## config.mk

```make
export PLATFORM = sky130hd
export DESIGN_NAME = modbus_encoder_turn_tracker
export DESIGN_NICKNAME = d
export VERILOG_FILES = /design/src/rtl/core/mbet_pkg.sv /design/src/rtl/core/mbet_unwrap.sv /design/src/rtl/core/modbus_encoder_turn_tracker.sv
export SDC_FILE = /design/constraint.sdc
export NUM_CORES = 1
export LEC_CHECK = 0
export BUFFER_PORTS_ARGS = -buffer_cell sky130_fd_sc_hd__buf_2
export CAP_MARGIN = 25
export CORE_MARGIN = 2
export CORE_UTILIZATION = 60
export CTS_BUF_LIST = sky130_fd_sc_hd__clkbuf_2
export CTS_CLUSTER_SIZE = 8
export DETAILED_ROUTE_END_ITERATION = 6
export PLACE_DENSITY_LB_ADDON = 0.2
export REMOVE_ABC_BUFFERS = 1
export SETUP_SLACK_MARGIN = 0.4
export SYNTH_ARGS = -nofsm -noshare
export SYNTH_HDL_FRONTEND = slang
export SYNTH_SLANG_ARGS = --single-unit
export TNS_END_PERCENT = 5
```

## constraint.sdc

```tcl
create_clock -name clk -period 6.4 [get_ports clk]
set_clock_uncertainty 0.2 [all_clocks]
set_input_delay 1.28 -clock clk [delete_from_list [all_inputs] [get_ports clk]]
set_output_delay 1.28 -clock clk [all_outputs]
set_load 0.02 [all_outputs]
```

## src/rtl/core/mbet_pkg.sv

```systemverilog
// Shared constants and types for the Modbus reply tracker with encoder unwrap.
package mbet_pkg;

	localparam int unsigned FrameLen   = 7;
	localparam int unsigned HeaderLen  = 5;

	localparam logic [7:0] FuncRead    = 8'h03;
	localparam logic [7:0] DataBytes   = 8'h02;

	localparam logic [2:0] CountLast   = 3'd6;
	localparam logic [2:0] CountFull   = 3'd7;
	localparam logic [2:0] CountHdrEnd = 3'd5;

	localparam logic [7:0] RegStation  = 8'd0;
	localparam logic [7:0] RegLowZone  = 8'd1;
	localparam logic [7:0] RegHighZone = 8'd2;
	localparam logic [7:0] RegCpt      = 8'd3;

	localparam logic [7:0]  StationReset  = 8'd1;
	localparam logic [15:0] LowZoneReset  = 16'd1024;
	localparam logic [15:0] HighZoneReset = 16'd3072;
	localparam logic [15:0] CptReset      = 16'd4096;

	localparam int unsigned OutBits  = 104;

	typedef struct packed {
		logic [15:0] low_zone_limit;
		logic [15:0] high_zone_limit;
		logic [15:0] counts_per_turn;
	} zone_cfg_t;

	typedef struct packed {
		logic [15:0] position_delta;
		logic [15:0] turn_count;
	} unwrap_t;

endpackage

```

## src/rtl/core/mbet_unwrap.sv

```systemverilog
// Wrap-corrected position delta and turn counter update.
module mbet_unwrap (
	input  logic [15:0]        new_pos,
	input  logic [15:0]        old_pos,
	input  logic [15:0]        turns,
	input  mbet_pkg::zone_cfg_t zone,
	output mbet_pkg::unwrap_t  result
);

	logic        wrap_up;
	logic        wrap_dn;
	logic [15:0] raw_delta;

	assign wrap_up   = (new_pos < zone.low_zone_limit) && (old_pos > zone.high_zone_limit);
	assign wrap_dn   = (new_pos > zone.high_zone_limit) && (old_pos < zone.low_zone_limit);
	assign raw_delta = new_pos - old_pos;

	always_comb begin
		result.position_delta = raw_delta;
		result.turn_count     = turns;
		// falling wrap wins on the delta; both together leave turns unchanged
		if (wrap_dn) begin
			result.position_delta = raw_delta - zone.counts_per_turn;
			result.turn_count     = wrap_up ? turns : turns - 16'd1;
		end else if (wrap_up) begin
			result.position_delta = raw_delta + zone.counts_per_turn;
			result.turn_count     = turns + 16'd1;
		end
	end

endmodule

```

## src/rtl/core/modbus_encoder_turn_tracker.sv

```systemverilog
// Top level: Modbus read-one-register reply tracker with multiturn unwrap.
//
// Input stream: one request per received serial byte or per poll event.
// s_tuser[0] is the mode (0 reply byte, 1 poll sent), s_tdata[7:0] the byte.
// A poll restarts collection of the 7-byte reply and bumps the timeout
// counter if the previous poll was never answered. The seventh byte checks
// station, function 3 and byte count 2, then updates position, previous
// values, delta and turn counter. CRC bytes are counted but not checked.
// Output stream: exactly one result request per input request, in order.
// A request passes through an input register, then the single-pass update
// into the output register, before m_tvalid rises. Throughput is one
// request per cycle while the receiver is ready; the state update in the
// second stage sets that figure.
// When the receiver stalls the output register holds, the input register
// fills and s_tready drops; nothing is lost or repeated.
// Configuration writes (cfg_index 0..3) are always ready and should be made
// while the stream is idle; other indexes are ignored.
// Reset (arst_n low) clears all counters, positions and the registers to
// their defaults; the header bytes and the output payload are left as they are.
module modbus_encoder_turn_tracker (
	input  logic         clk,
	input  logic         arst_n,
	input  logic         s_tvalid,
	output logic         s_tready,
	input  logic [7:0]   s_tdata,    // [7:0] rx_byte
	input  logic [0:0]   s_tuser,    // [0] mode
	output logic         m_tvalid,
	input  logic         m_tready,
	output logic [103:0] m_tdata,    // [0] frame_accepted, [16:1] position,
	                                 // [32:17] previous_position,
	                                 // [48:33] position_delta,
	                                 // [64:49] previous_delta, [80:65] turn_count,
	                                 // [96:81] timeout_errors, [97] awaiting_reply,
	                                 // [103:98] zero
	input  logic         cfg_valid,
	output logic         cfg_ready,
	input  logic [7:0]   cfg_index,
	input  logic [15:0]  cfg_data
);

	logic [7:0]  station_q;
	mbet_pkg::zone_cfg_t zone_q;

	logic        valid_s1;
	logic        mode_s1;
	logic [7:0]  byte_s1;

	logic [7:0]  header_q [mbet_pkg::HeaderLen];
	logic [2:0]  count_q;
	logic        pending_q;
	logic [15:0] cur_pos_q;
	logic [15:0] old_pos_q;
	logic [15:0] cur_delta_q;
	logic [15:0] old_delta_q;
	logic [15:0] turns_q;
	logic [15:0] tally_q;

	logic        out_valid_q;
	logic [mbet_pkg::OutBits-1:0] out_data_q;

	logic        advance;
	logic        hdr_ok;
	logic        take;
	logic [15:0] new_pos;
	mbet_pkg::unwrap_t unw;

	logic        n_pending;
	logic [15:0] n_cur_pos;
	logic [15:0] n_old_pos;
	logic [15:0] n_cur_delta;
	logic [15:0] n_old_delta;
	logic [15:0] n_turns;
	logic [15:0] n_tally;

	assign cfg_ready = 1'b1;
	assign advance   = valid_s1 && (!out_valid_q || m_tready);
	assign s_tready  = !valid_s1 || advance;
	assign m_tvalid  = out_valid_q;
	assign m_tdata   = out_data_q;

	always_ff @(posedge clk or negedge arst_n) begin
		if (!arst_n) begin
			station_q              <= mbet_pkg::StationReset;
			zone_q.low_zone_limit  <= mbet_pkg::LowZoneReset;
			zone_q.high_zone_limit <= mbet_pkg::HighZoneReset;
			zone_q.counts_per_turn <= mbet_pkg::CptReset;
		end else if (cfg_valid) begin
			case (cfg_index)
				mbet_pkg::RegStation:  station_q              <= cfg_data[7:0];
				mbet_pkg::RegLowZone:  zone_q.low_zone_limit  <= cfg_data;
				mbet_pkg::RegHighZone: zone_q.high_zone_limit <= cfg_data;
				mbet_pkg::RegCpt:      zone_q.counts_per_turn <= cfg_data;
				default: ;
			endcase
		end
	end

	// input register
	always_ff @(posedge clk or negedge arst_n) begin
		if (!arst_n) begin
			valid_s1 <= 1'b0;
		end else if (s_tready) begin
			valid_s1 <= s_tvalid;
		end
	end

	always_ff @(posedge clk) begin
		if (s_tready && s_tvalid) begin
			mode_s1 <= s_tuser[0];
			byte_s1 <= s_tdata;
		end
	end

	assign hdr_ok  = (header_q[0] == station_q) && (header_q[1] == mbet_pkg::FuncRead)
	               && (header_q[2] == mbet_pkg::DataBytes);
	assign take    = !mode_s1 && (count_q == mbet_pkg::CountLast) && hdr_ok;
	assign new_pos = {header_q[3], header_q[4]};

	mbet_unwrap u_unwrap (
		.new_pos (new_pos),
		.old_pos (cur_pos_q),
		.turns   (turns_q),
		.zone    (zone_q),
		.result  (unw)
	);

	always_comb begin
		n_pending   = pending_q;
		n_cur_pos   = cur_pos_q;
		n_old_pos   = old_pos_q;
		n_cur_delta = cur_delta_q;
		n_old_delta = old_delta_q;
		n_turns     = turns_q;
		n_tally     = tally_q;
		if (mode_s1) begin
			n_pending = 1'b1;
			if (pending_q)
				n_tally = tally_q + 16'd1;
		end else if (take) begin
			n_pending   = 1'b0;
			n_old_pos   = cur_pos_q;
			n_cur_pos   = new_pos;
			n_old_delta = cur_delta_q;
			n_cur_delta = unw.position_delta;
			n_turns     = unw.turn_count;
		end
	end

	always_ff @(posedge clk or negedge arst_n) begin
		if (!arst_n) begin
			count_q     <= '0;
			pending_q   <= 1'b0;
			cur_pos_q   <= '0;
			old_pos_q   <= '0;
			cur_delta_q <= '0;
			old_delta_q <= '0;
			turns_q     <= '0;
			tally_q     <= '0;
			out_valid_q <= 1'b0;
		end else begin
			if (advance) begin
				if (mode_s1)
					count_q <= '0;
				else if (count_q != mbet_pkg::CountFull)
					count_q <= count_q + 3'd1;
				pending_q   <= n_pending;
				cur_pos_q   <= n_cur_pos;
				old_pos_q   <= n_old_pos;
				cur_delta_q <= n_cur_delta;
				old_delta_q <= n_old_delta;
				turns_q     <= n_turns;
				tally_q     <= n_tally;
				out_valid_q <= 1'b1;
			end else if (m_tready) begin
				out_valid_q <= 1'b0;
			end
		end
	end

	// header bytes and output payload carry no reset
	always_ff @(posedge clk) begin
		if (advance && !mode_s1 && (count_q < mbet_pkg::CountHdrEnd))
			header_q[count_q] <= byte_s1;
		if (advance)
			out_data_q <= {6'd0, n_pending, n_tally, n_turns, n_old_delta, n_cur_delta,
			               n_old_pos, n_cur_pos, take};
	end

endmodule

```

==> results.yml <==
clock_network:
  h-tree-depth: 3
  cts_num_sinks: 305
  clockBufferDepth: 3
  cts_post_setup_buffers_inserted: 0
  clk_tree_root_cell: "sky130_fd_sc_hd__clkbuf_2"
  clk_latency_ps: 930
  postCtsResizedCells: 0
  cts-hold-fix-buffers: 0
  clk_pin_slew_worst_paths_ps: 100
  tritoncts_clock_tree: "yes"
  tritoncts.num_buffers: 77
global_routing:
  grt_use_met1_pct: 33.86
  via_count_of_the_first_global_routing_pass: 12020
  grt_antenna_before_repair: 2
  grt.overflow.total: 0
  global_route.peak_usage_layer: "met2"
  gr_util_all_layers_pct: 27.17
  grt_util_met2_pct: 48.33
  maximum_number_of_pins_on_one_net_before_global_route_repair: 69
  globalRouteMet3Util_pct: 4.491
  global_route_wire_length_before_repair_microns: 60260
placement:
  numPlacedInstances: 1942
  weighted_congestion_reported_at_the_end_of_routability_driven_placement: 0.8780
  port-buffer-count: 137
  dp_hpwl_microns: 26530
power_and_ir_drop:
  p_leak_nw: 8.113
  power.share.switching_pct: 38.54
  p_total_mw: 5.592
  power_report.internal_total_mw: 3.437
  cellPowerDensity_nw_per_um2: 315.5
  clock_power_share_pct: 23.9
  pwr-share-seq_pct: 41.2
  switching_power_mw: 2.155
  power.ir.vdd_worst_uv: 192.0
  pwr-share-comb_pct: 34.9
synth:
  post_synth_instance_area_sq_um: 16010
  synthesis.instances: 1518
  synthesis.area_per_instance_sq_um: 10.54
  synth-edff-count: 147
  async_flop_share_pct: 51.80
  ys_seq_elements: 305
  number_of_unique_standard_cell_types_used_by_synthesis: 77
  synthFlopType: "sky130_fd_sc_hd__dfrtp_1"
  seq_area_frac_synth_pct: 52.32
  yosysWarnings: 0
sta:
  rsz0062_at_grt: "false"
  timing.setup.tns_ps: 0
  worst-slew-pin-transition_ps: 1065
  hold_violations: 0
  fin_worst_hold_slack_ps: 169.4
  fraction_of_the_cycle_the_final_worst_path_needs_pct: 78.41
  final_period_minus_worst_setup_slack_ps: 5018
  timing.fmax_ghz: 0.1993
  max_slew_margin_pct: 28.79
  setup_viol_count_final: 0
  timing.final.max_slew_violations: 0
cells_and_area:
  area_growth_syn_to_layout_pct: 10.72
  multi_input_area_sq_um: 7067
  largest_register_ffs: 98
  layout.cells.most_common: "sky130_fd_sc_hd__nand2_1"
  ff_latch_area_sq_um: 8374
  layout_common_cells: "304 x sky130_fd_sc_hd__nand2_1, 153 x sky130_fd_sc_hd__dfrtp_1, 147 x sky130_fd_sc_hd__edfxtp_1, 137 x sky130_fd_sc_hd__buf_2, 115 x sky130_fd_sc_hd__ha_1"
  count_of_filler_cells_inserted_in_the_layout: 2089
  finish.net_count: 1842
  finish.utilization_pct: 67.82
  layout.cells.non_filler: 2087
  final_layout_size_suffix_gt1_share_pct: 20.57
floorplan:
  core_region_area_sq_um: 26130
  chipHeight_microns: 167.3
  floorplan.die.width_microns: 167.3
  core.rowCount: 59
  design.die.area_sq_um: 28000
  start_util_pct: 61.25
  top_level_ports: 145
worst_setup_path:
  cp_num_buf_inv: 2
  end_kind: "flop"
  cpMaxStageDelayCell: "sky130_fd_sc_hd__o31ai_1"
  rr_worst_depth: 20
  cp_data_required_time_ps: 6760
  critPathKind: "flop to flop"
  critical_path.max_fanout: 6
  worstReg2RegStart: "header_q[4][0]"
  cp.arrival_ps: 5370
  reg2reg_to: "m_tdata[46]"
  crit_path_start_kind: "flop"
  cp_common_cell: "sky130_fd_sc_hd__o21ai_0"
  critPathTopFamily: "compound AO/OA/AOI/OAI gates"
  critPathMaxStageDelay_ps: 450
  path_cells: "inv_1 > ha_1 > inv_1 > fa_1 > a21oi_1 > o21ai_0 > o21a_1 > nor2_1 > o21ai_0 > xor2_1 > ha_1 > nor2_1 > nand2_1 > o31ai_1 > o21ai_0 > o21bai_1 > a21oi_1 > xor2_1 > a22oi_1 > a31oi_1"
  reg2reg_slack_ps: 1380
routing:
  drc: 10
  iteration_0_drc_markers: 880
  drt_wl_total_microns: 37300
  drt_pre_antenna_iters: 7
  routed-via-count: 11900
  drt.antenna.violating_nets: 0
  average_detailed_routed_wire_length_per_instance_microns: 17.87
  detail_route.vias_per_cell: 5.702
worst_hold_path:
  hp-class: "primary input to asynchronous set/reset pin"
job:
  drv_cap: 0
run_status:
  outcome: "complete, but fails checks"
  violations: "design-rule violations"
cell usage after synthesis, types with 4 or more instances:
cell type                  count  area, sq um
sky130_fd_sc_hd__o21a_1        6        45.04
sky130_fd_sc_hd__a22oi_1       7        52.55
sky130_fd_sc_hd__and4_1        6        52.55
sky130_fd_sc_hd__dfrtp_1     153         3829
sky130_fd_sc_hd__a221o_1       5        50.05
sky130_fd_sc_hd__and3_1       16        100.1
sky130_fd_sc_hd__nand3_1      23        115.1
sky130_fd_sc_hd__nor4_1        4        25.02
sky130_fd_sc_hd__nand2_1     305         1145
sky130_fd_sc_hd__mux2_2       57        641.9
sky130_fd_sc_hd__or3_1         9        56.30
sky130_fd_sc_hd__nor2_1       77        289.0
sky130_fd_sc_hd__buf_4         7        52.55
sky130_fd_sc_hd__or2_2         4        25.02
sky130_fd_sc_hd__a31oi_1       4        25.02
sky130_fd_sc_hd__buf_1         4        15.01
sky130_fd_sc_hd__a21o_1       13        97.59
sky130_fd_sc_hd__dfstp_2       5        131.4
sky130_fd_sc_hd__nand2b_1     11        68.82
sky130_fd_sc_hd__xor2_1       37        324.1
sky130_fd_sc_hd__clkbuf_1     51        191.4
sky130_fd_sc_hd__o211ai_1      6        45.04
sky130_fd_sc_hd__inv_1        83        311.6
sky130_fd_sc_hd__a211oi_1      4        30.03
sky130_fd_sc_hd__a221oi_1      8        70.07
sky130_fd_sc_hd__or4_1         6        45.04
sky130_fd_sc_hd__o221a_2       4        45.04
sky130_fd_sc_hd__edfxtp_1    147         4414
sky130_fd_sc_hd__o221ai_1      7        61.31
sky130_fd_sc_hd__xnor2_1      48        420.4
sky130_fd_sc_hd__mux2i_1       4        40.04
sky130_fd_sc_hd__nor3_1       17        85.08
sky130_fd_sc_hd__o21ai_1       4        20.02
sky130_fd_sc_hd__o22ai_1       7        43.79
sky130_fd_sc_hd__nand4_1      21        131.4
sky130_fd_sc_hd__o21ai_0      97        485.5
sky130_fd_sc_hd__o31ai_1       9        67.56
sky130_fd_sc_hd__a21oi_1      56        280.3
sky130_fd_sc_hd__nor2b_1      13        81.33
sky130_fd_sc_hd__ha_1        115         1439
cells by family (layout without fill, tap and decap cells):
kind of cell             count (synthesis)  in the layout  share of synthesized area, %
adder cells (fa/ha/maj)                118            118                         9.365
AND/OR/NAND/NOR                        533            533                         15.03
AO/OA/AOI/OAI                          265            265                         10.60
buffers and inverters                  149            376                         3.729
multiplexers                            61             61                         4.260
flip-flops                             305            305                         52.32
other                                    2              9                       0.04692
XOR/XNOR                                85             85                         4.651
layout make-up:
type | count | area share [%]
Clock buffer | 112 | 3.163
Clock inverter | 31 | 0.9743
Antenna cell | 2 | 0.02824
Multi-Input combinational cell | 1069 | 39.88
Inverter | 83 | 1.786
Sequential cell | 305 | 47.25
Timing Repair Buffer | 150 | 4.554
Tap cell | 335 | 2.365
per-layer routing:
layer | vias up | part of all wire [%]
met4 | 0 | 2.5
met1 | 5741 | 42
met5 | - | 0
li1 | 5737 | -
met3 | 68 | 5.1
met2 | 355 | 50
power groups by stage:
stage	clock, mW	sequential, mW	combinational, mW
3_5_place_dp	0	2.35	1.91
3_3_place_gp	0	2.34	1.90
4_1_cts	1.38	2.31	1.92
5_1_grt	1.48	2.32	2.14
2_1_floorplan	0	2.40	1.30
6_report	1.34	2.31	1.95
per-stage QoR:
step	setup slack, ps	cell area (sq um)
final	1382	17720
after detailed placement	1547	16980
after floorplan	-1067	15740
after global routing	1045	17720
after CTS	1525	17720
after global placement	1707	16950
worst max path at each step:
| stage | startpoint | endpoint | slack, ps | cells after the start |
|---|---|---|---|---|
| CTS | header_q[4][0] | m_tdata[46] | 1530 | 20 |
| detailed placement | header_q[4][0] | m_tdata[46] | 1550 | 20 |
| global route | header_q[4][0] | m_tdata[46] | 1050 | 20 |
| finish | header_q[4][0] | m_tdata[46] | 1380 | 20 |
| global placement | header_q[4][0] | m_tdata[48] | 1710 | 19 |
| floorplan | m_tready | turns_q[7] | -1070 | 7 |
No activity file was read; power rests on OpenSTA's default activity.
